### src/irn_pkg.sv
`timescale 1ns / 1ps
`default_nettype none
// ----------------------------------------------------------------------------
// irn_pkg
// shared constants and types of the nearest-neighbor image rotator
// ----------------------------------------------------------------------------
package irn_pkg;

  // store side and output grid sizes
  localparam int MAX_DIM = 256;
  localparam int OUT_DIM = 512;
  localparam int DIM_W   = $clog2(MAX_DIM);
  localparam int ADDR_W  = 2 * DIM_W;

  // field widths
  localparam int COORD_W = 9;
  localparam int COLOR_W = 8;
  localparam int PIX_W   = 3 * COLOR_W;
  localparam int TRIG_W  = 16;
  localparam int CFG_W   = 16;
  localparam int IDX_W   = 2;

  // doubled, centered coordinate and its products
  localparam int X2_W    = COORD_W + 2;
  localparam int PROD_W  = X2_W + TRIG_W;
  localparam int SUM_W   = PROD_W + 1;
  localparam int FRAC_W  = 15;
  localparam int Q_W     = SUM_W - FRAC_W;
  localparam int SRC_W   = Q_W + 1;

  // configuration register indexes
  localparam logic [IDX_W-1:0] CFG_SRC_WIDTH  = 2'd0;
  localparam logic [IDX_W-1:0] CFG_SRC_HEIGHT = 2'd1;
  localparam logic [IDX_W-1:0] CFG_COS        = 2'd2;
  localparam logic [IDX_W-1:0] CFG_SIN        = 2'd3;

  // reset values
  localparam logic [COORD_W-1:0] RST_WIDTH  = 9'd256;
  localparam logic [COORD_W-1:0] RST_HEIGHT = 9'd256;
  localparam logic [TRIG_W-1:0]  RST_COS    = 16'd16384;
  localparam logic [TRIG_W-1:0]  RST_SIN    = 16'd0;

  // color of a point that maps outside the source
  localparam logic [COLOR_W-1:0] FILL_RG = 8'd0;
  localparam logic [COLOR_W-1:0] FILL_B  = 8'd255;

  typedef struct packed {
    logic [COORD_W-1:0] src_width;
    logic [COORD_W-1:0] src_height;
    logic [TRIG_W-1:0]  cos_q14;
    logic [TRIG_W-1:0]  sin_q14;
  } cfg_t;

  // request to the pixel store stage
  typedef struct packed {
    logic              valid;
    logic              fetch;
    logic              we;
    logic              outside;
    logic [ADDR_W-1:0] addr;
    logic [PIX_W-1:0]  wdata;
  } mem_req_t;

endpackage

`default_nettype wire

### src/irn_map.sv
`timescale 1ns / 1ps
`default_nettype none
// ----------------------------------------------------------------------------
// irn_map
// three-stage inverse mapping of an output position into the source image
// ----------------------------------------------------------------------------
module irn_map (
  input  wire logic                        clk_i,
  input  wire logic                        rst_ni,
  input  wire irn_pkg::cfg_t               cfg_i,
  input  wire logic                        valid_i,
  input  wire logic                        fetch_i,
  input  wire logic [irn_pkg::COORD_W-1:0] row_i,
  input  wire logic [irn_pkg::COORD_W-1:0] col_i,
  input  wire logic [irn_pkg::PIX_W-1:0]   pix_i,
  output irn_pkg::mem_req_t                req_o
);

  // stage b: products
  logic                        b_valid_q, b_fetch_q, b_grid_out_q, b_load_ok_q;
  logic [irn_pkg::ADDR_W-1:0]  b_laddr_q;
  logic [irn_pkg::PIX_W-1:0]   b_pix_q;
  logic signed [irn_pkg::PROD_W-1:0] b_xc_q, b_ys_q, b_xs_q, b_yc_q;
  logic signed [irn_pkg::PROD_W-1:0] b_xc_d, b_ys_d, b_xs_d, b_yc_d;
  logic signed [irn_pkg::X2_W-1:0]   x2, y2;

  // stage c: rotated and re-centered source point
  logic                        c_valid_q, c_fetch_q, c_grid_out_q, c_load_ok_q;
  logic [irn_pkg::ADDR_W-1:0]  c_laddr_q;
  logic [irn_pkg::PIX_W-1:0]   c_pix_q;
  logic signed [irn_pkg::SRC_W-1:0] c_sx_q, c_sy_q, c_sx_d, c_sy_d;
  logic signed [irn_pkg::SUM_W-1:0] sum_x, sum_y;
  logic signed [irn_pkg::Q_W-1:0]   qx, qy;

  // stage d: bounds check and store address
  irn_pkg::mem_req_t d_req_q, d_req_d;
  logic              sx_out, sy_out;

  always_comb begin
    x2 = $signed({1'b0, col_i, 1'b0}) - $signed({2'b0, cfg_i.src_width});
    y2 = $signed({1'b0, row_i, 1'b0}) - $signed({2'b0, cfg_i.src_height});
    b_xc_d = x2 * $signed(cfg_i.cos_q14);
    b_ys_d = y2 * $signed(cfg_i.sin_q14);
    b_xs_d = x2 * $signed(cfg_i.sin_q14);
    b_yc_d = y2 * $signed(cfg_i.cos_q14);
  end

  always_ff @(posedge clk_i or negedge rst_ni) begin
    if (!rst_ni) begin
      b_valid_q <= 1'b0;
    end else begin
      b_valid_q <= valid_i;
    end
  end

  always_ff @(posedge clk_i) begin
    b_fetch_q    <= fetch_i;
    b_grid_out_q <= (int'(row_i) >= irn_pkg::OUT_DIM) || (int'(col_i) >= irn_pkg::OUT_DIM);
    b_load_ok_q  <= (int'(row_i) < irn_pkg::MAX_DIM) && (int'(col_i) < irn_pkg::MAX_DIM);
    b_laddr_q    <= {row_i[irn_pkg::DIM_W-1:0], col_i[irn_pkg::DIM_W-1:0]};
    b_pix_q      <= pix_i;
    b_xc_q       <= b_xc_d;
    b_ys_q       <= b_ys_d;
    b_xs_q       <= b_xs_d;
    b_yc_q       <= b_yc_d;
  end

  // floor by 2^15 is the upper slice of the two's complement sum
  always_comb begin
    sum_x  = $signed({b_xc_q[irn_pkg::PROD_W-1], b_xc_q})
           - $signed({b_ys_q[irn_pkg::PROD_W-1], b_ys_q});
    sum_y  = $signed({b_xs_q[irn_pkg::PROD_W-1], b_xs_q})
           + $signed({b_yc_q[irn_pkg::PROD_W-1], b_yc_q});
    qx     = sum_x[irn_pkg::SUM_W-1:irn_pkg::FRAC_W];
    qy     = sum_y[irn_pkg::SUM_W-1:irn_pkg::FRAC_W];
    c_sx_d = $signed({qx[irn_pkg::Q_W-1], qx})
           + $signed({{(irn_pkg::SRC_W-irn_pkg::COORD_W+1){1'b0}},
                      cfg_i.src_width[irn_pkg::COORD_W-1:1]});
    c_sy_d = $signed({qy[irn_pkg::Q_W-1], qy})
           + $signed({{(irn_pkg::SRC_W-irn_pkg::COORD_W+1){1'b0}},
                      cfg_i.src_height[irn_pkg::COORD_W-1:1]});
  end

  always_ff @(posedge clk_i or negedge rst_ni) begin
    if (!rst_ni) begin
      c_valid_q <= 1'b0;
    end else begin
      c_valid_q <= b_valid_q;
    end
  end

  always_ff @(posedge clk_i) begin
    c_fetch_q    <= b_fetch_q;
    c_grid_out_q <= b_grid_out_q;
    c_load_ok_q  <= b_load_ok_q;
    c_laddr_q    <= b_laddr_q;
    c_pix_q      <= b_pix_q;
    c_sx_q       <= c_sx_d;
    c_sy_q       <= c_sy_d;
  end

  always_comb begin
    sx_out = c_sx_q[irn_pkg::SRC_W-1]
          || (c_sx_q >= $signed({{(irn_pkg::SRC_W-irn_pkg::COORD_W){1'b0}},
                                 cfg_i.src_width}))
          || (int'(c_sx_q) >= irn_pkg::MAX_DIM);
    sy_out = c_sy_q[irn_pkg::SRC_W-1]
          || (c_sy_q >= $signed({{(irn_pkg::SRC_W-irn_pkg::COORD_W){1'b0}},
                                 cfg_i.src_height}))
          || (int'(c_sy_q) >= irn_pkg::MAX_DIM);
    d_req_d.valid   = c_valid_q;
    d_req_d.fetch   = c_fetch_q;
    d_req_d.we      = c_valid_q && !c_fetch_q && c_load_ok_q;
    d_req_d.outside = c_grid_out_q || sx_out || sy_out;
    d_req_d.addr    = c_fetch_q ? {c_sy_q[irn_pkg::DIM_W-1:0], c_sx_q[irn_pkg::DIM_W-1:0]}
                                : c_laddr_q;
    d_req_d.wdata   = c_pix_q;
  end

  always_ff @(posedge clk_i or negedge rst_ni) begin
    if (!rst_ni) begin
      d_req_q <= '0;
    end else begin
      d_req_q <= d_req_d;
    end
  end

  assign req_o = d_req_q;

endmodule

`default_nettype wire

### config.mk
export PLATFORM = sky130hd
export DESIGN_NAME = irn_map
export DESIGN_NICKNAME = d
export VERILOG_FILES = /design/src/irn_pkg.sv /design/src/irn_map.sv
export SDC_FILE = /design/constraint.sdc
export NUM_CORES = 2
export LEC_CHECK = 0
export CAP_MARGIN = 20
export CORE_MARGIN = 2
export CORE_UTILIZATION = 35
export DETAILED_ROUTE_END_ITERATION = 6
export DONT_BUFFER_PORTS = 1
export PLACE_DENSITY = 0.58
export SETUP_SLACK_MARGIN = 0.1
export SLEW_MARGIN = 10
export SYNTH_ARGS = -nofsm -noshare
export SYNTH_HDL_FRONTEND = slang
export SYNTH_SLANG_ARGS = --single-unit
### constraint.sdc
create_clock -name clk_i -period 4.5 [get_ports clk_i]
set_input_delay 0.9 -clock clk_i [delete_from_list [all_inputs] [get_ports clk_i]]
set_output_delay 0.9 -clock clk_i [all_outputs]
set_load 0.02 [all_outputs]
==> flow_summary.json <==
{
  "cts.sinks": 266,
  "grt_pass1_wl_mm": 144.9,
  "layout_min_cycle_time_ns": 6.844,
  "io_pins": 140,
  "cp_top_family": "adder cells",
  "crit_buf_inv": 6,
  "syn_avg_cell_area_um2": 9.429,
  "required_ns": 4.98,
  "path_class": "input pin to flip-flop",
  "synth_area_um2": 35040,
  "synth_edf_count": 0,
  "cp-start-kind": "input pin",
  "portBuffers": 0,
  "syn_inst": 3716,
  "clock.fmax_mhz": 146.1,
  "gp_congestion": 0.8269,
  "drive_above_1_share": 0.2385,
  "grt_pass1_vias": 27240,
  "layout_commonest_cell": "inv_1",
  "final_cell_count_no_fill": 5442,
  "clock_latency_ns": 0.61,
  "wirelength_mm": 88.65,
  "critical_path.max_stage_delay_ns": 0.55,
  "clk_pin_slew_worst_paths_ns": 0.06,
  "fin_ws_ns": -2.344,
  "hpwl_mm": 68.73,
  "r2r_start": "b_ys_q[1]",
  "cts.root.buffer_cell": "clkbuf_16",
  "synth_nets": 4794,
  "worst_slew_pin_slew_ns": 0.9186,
  "r2r_cells": 22,
  "cts_max_level": 1,
  "rows": 116,
  "place_inst": 5281,
  "grt_max_degree": 47,
  "critPathMostFrequentCell": "fa_1",
  "drtIter0Drc": 1165,
  "ys_types": 64,
  "status": "complete, but fails checks",
  "finalNetCount": 5196,
  "vias_per_cell": 4.614,
  "cp.arrival_ns": 7.33,
  "drtPass1Iterations": 7,
  "slowest_stage": "fa_1",
  "reg2reg_setup_slack_ns": 0.11,
  "period_share": 1.521,
  "fp.dieH_um": 320.4,
  "ys.flop_type": "dfxtp_1",
  "synth-seq-area-share": 0.1585,
  "drv_cap": 0,
  "antenna_found_initial": 1,
  "core_area_um2": 99710,
  "skew_ns": 0.01772,
  "post_drt_wl_per_cell_um": 16.29,
  "max_slew_margin": 0.3867,
  "clk_path_buf_depth": 3,
  "mostFrequentLayoutCells": "inv_1 (841), fa_1 (625), buf_4 (377)",
  "cts_tree": "yes",
  "hold_class": "input pin to async pin",
  "synth-warning-count": 0,
  "r2r-end": "c_sx_q[12]",
  "final-hold-violation-count": 0,
  "drcViolationCount": 0,
  "violations": "setup timing",
  "yosys_register_bits": 266,
  "end_kind": "flip-flop",
  "cts_buffers": 31,
  "start_util": 0.3514,
  "num_vias": 25110,
  "area_growth_pct": 26.67,
  "finalMaxSlewViolations": 0,
  "setup_viol_count_final": 85,
  "rsz0062_at_grt": "yes",
  "ant_nets": 0,
  "path_max_fanout": 11,
  "ys_async_sr_fraction": 0.1729,
  "grt_usage": 0.1769,
  "grt.overflow.total": 0,
  "dieArea_um2": 102700,
  "die_w_um": 320.4
}
[state kept, by name, indices dropped and copies added (netlist names), 14 cells and up]
signal,count
b_pix_q,24
b_xc_q,27
req_o,44
b_laddr_q,16
b_ys_q,27
c_laddr_q,16
c_pix_q,24
c_sy_q,14
b_xs_q,27
b_yc_q,27
c_sx_q,14
[cells in the mapped netlist (55+ instances only)]
cell        n  area [µm²]
a21o_1     55       412.9
a21oi_1    81       405.4
and2_1    240        1501
clkbuf_1  132       495.5
dfxtp_1   220        4404
fa_1      652       13050
ha_1      330        4129
inv_1     893        3352
nand2_1   331        1242
nor2_1    120       450.4
nor2b_1   138       863.3
o21ai_0    57       285.3
xnor2_1   122        1069
[repair_timing]
action,CTS,global route
hold buffers,1,0
pin swaps,151,103
gates cloned,5,4
endpoints found under the hold margin,46,0
setup buffers,78,42
endpoints found under the setup margin,85,92
resized for setup,285,187
[worst max-delay path by stage]
stage | start | endpoint | slack (ns) | cells past startpoint
CTS | cfg_i[42] | b_xs_q[26] | -2.34 | 33
global placement | cfg_i[42] | b_xs_q[26] | -3.35 | 32
finish | col_i[1] | b_xs_q[26] | -2.34 | 31
detailed placement | cfg_i[42] | b_xs_q[26] | -3.40 | 32
floorplan | row_i[0] | b_ys_q[25] | -2.63 | 29
global route | col_i[1] | b_xs_q[26] | -2.64 | 31
[stage by stage]
step           utilization  setup slack, ns  TNS [ns]  hold WS [ns]  area [µm²]
6_report            0.4452           -2.344   -129.17        0.1344       44390
5_1_grt             0.4451           -2.644   -147.07        0.1265       44380
4_1_cts             0.4328           -2.344   -128.20        0.1079       43160
3_5_place_dp        0.4035           -3.399   -198.59        0.3121       40230
3_3_place_gp        0.4035           -3.347   -196.64        0.3098       40230
2_1_floorplan            -           -2.632   -144.61        0.3096       35890
[cell type report]
| cell class | count | area, µm² |
|---|---|---|
| inverters | 893 | 3395 |
| fillers | 9376 | 55320 |
| multi-input cells | 2423 | 28050 |
| repair buffers | 503 | 4690 |
| clock buffers | 33 | 783.3 |
| flip-flops and latches | 266 | 5555 |
| diodes | 2 | 5.005 |
| clock inverters | 24 | 282.8 |
| well taps | 1298 | 1624 |
[cells by family after synthesis]
family	Yosys count	share of synthesized area
multiplexers	23	0.007499
XOR/XNOR	160	0.03999
adder cells (fa/ha/maj)	982	0.4903
flip-flops	266	0.1585
AND/OR/NAND/NOR	961	0.1390
AO/OA/AOI/OAI	297	0.05463
buffers and inverters	1027	0.1100
[routing by layer]
metal	GRT usage	part of all wire
met1	0.2316	0.43
met2	0.3152	0.50
met3	0.01819	0.042
met4	0.03829	0.034
met5	0	0.00015
Power is left out: the tool's default activity adds up to more than one toggle a clock period on the data nets, which glitch-free logic cannot reach.
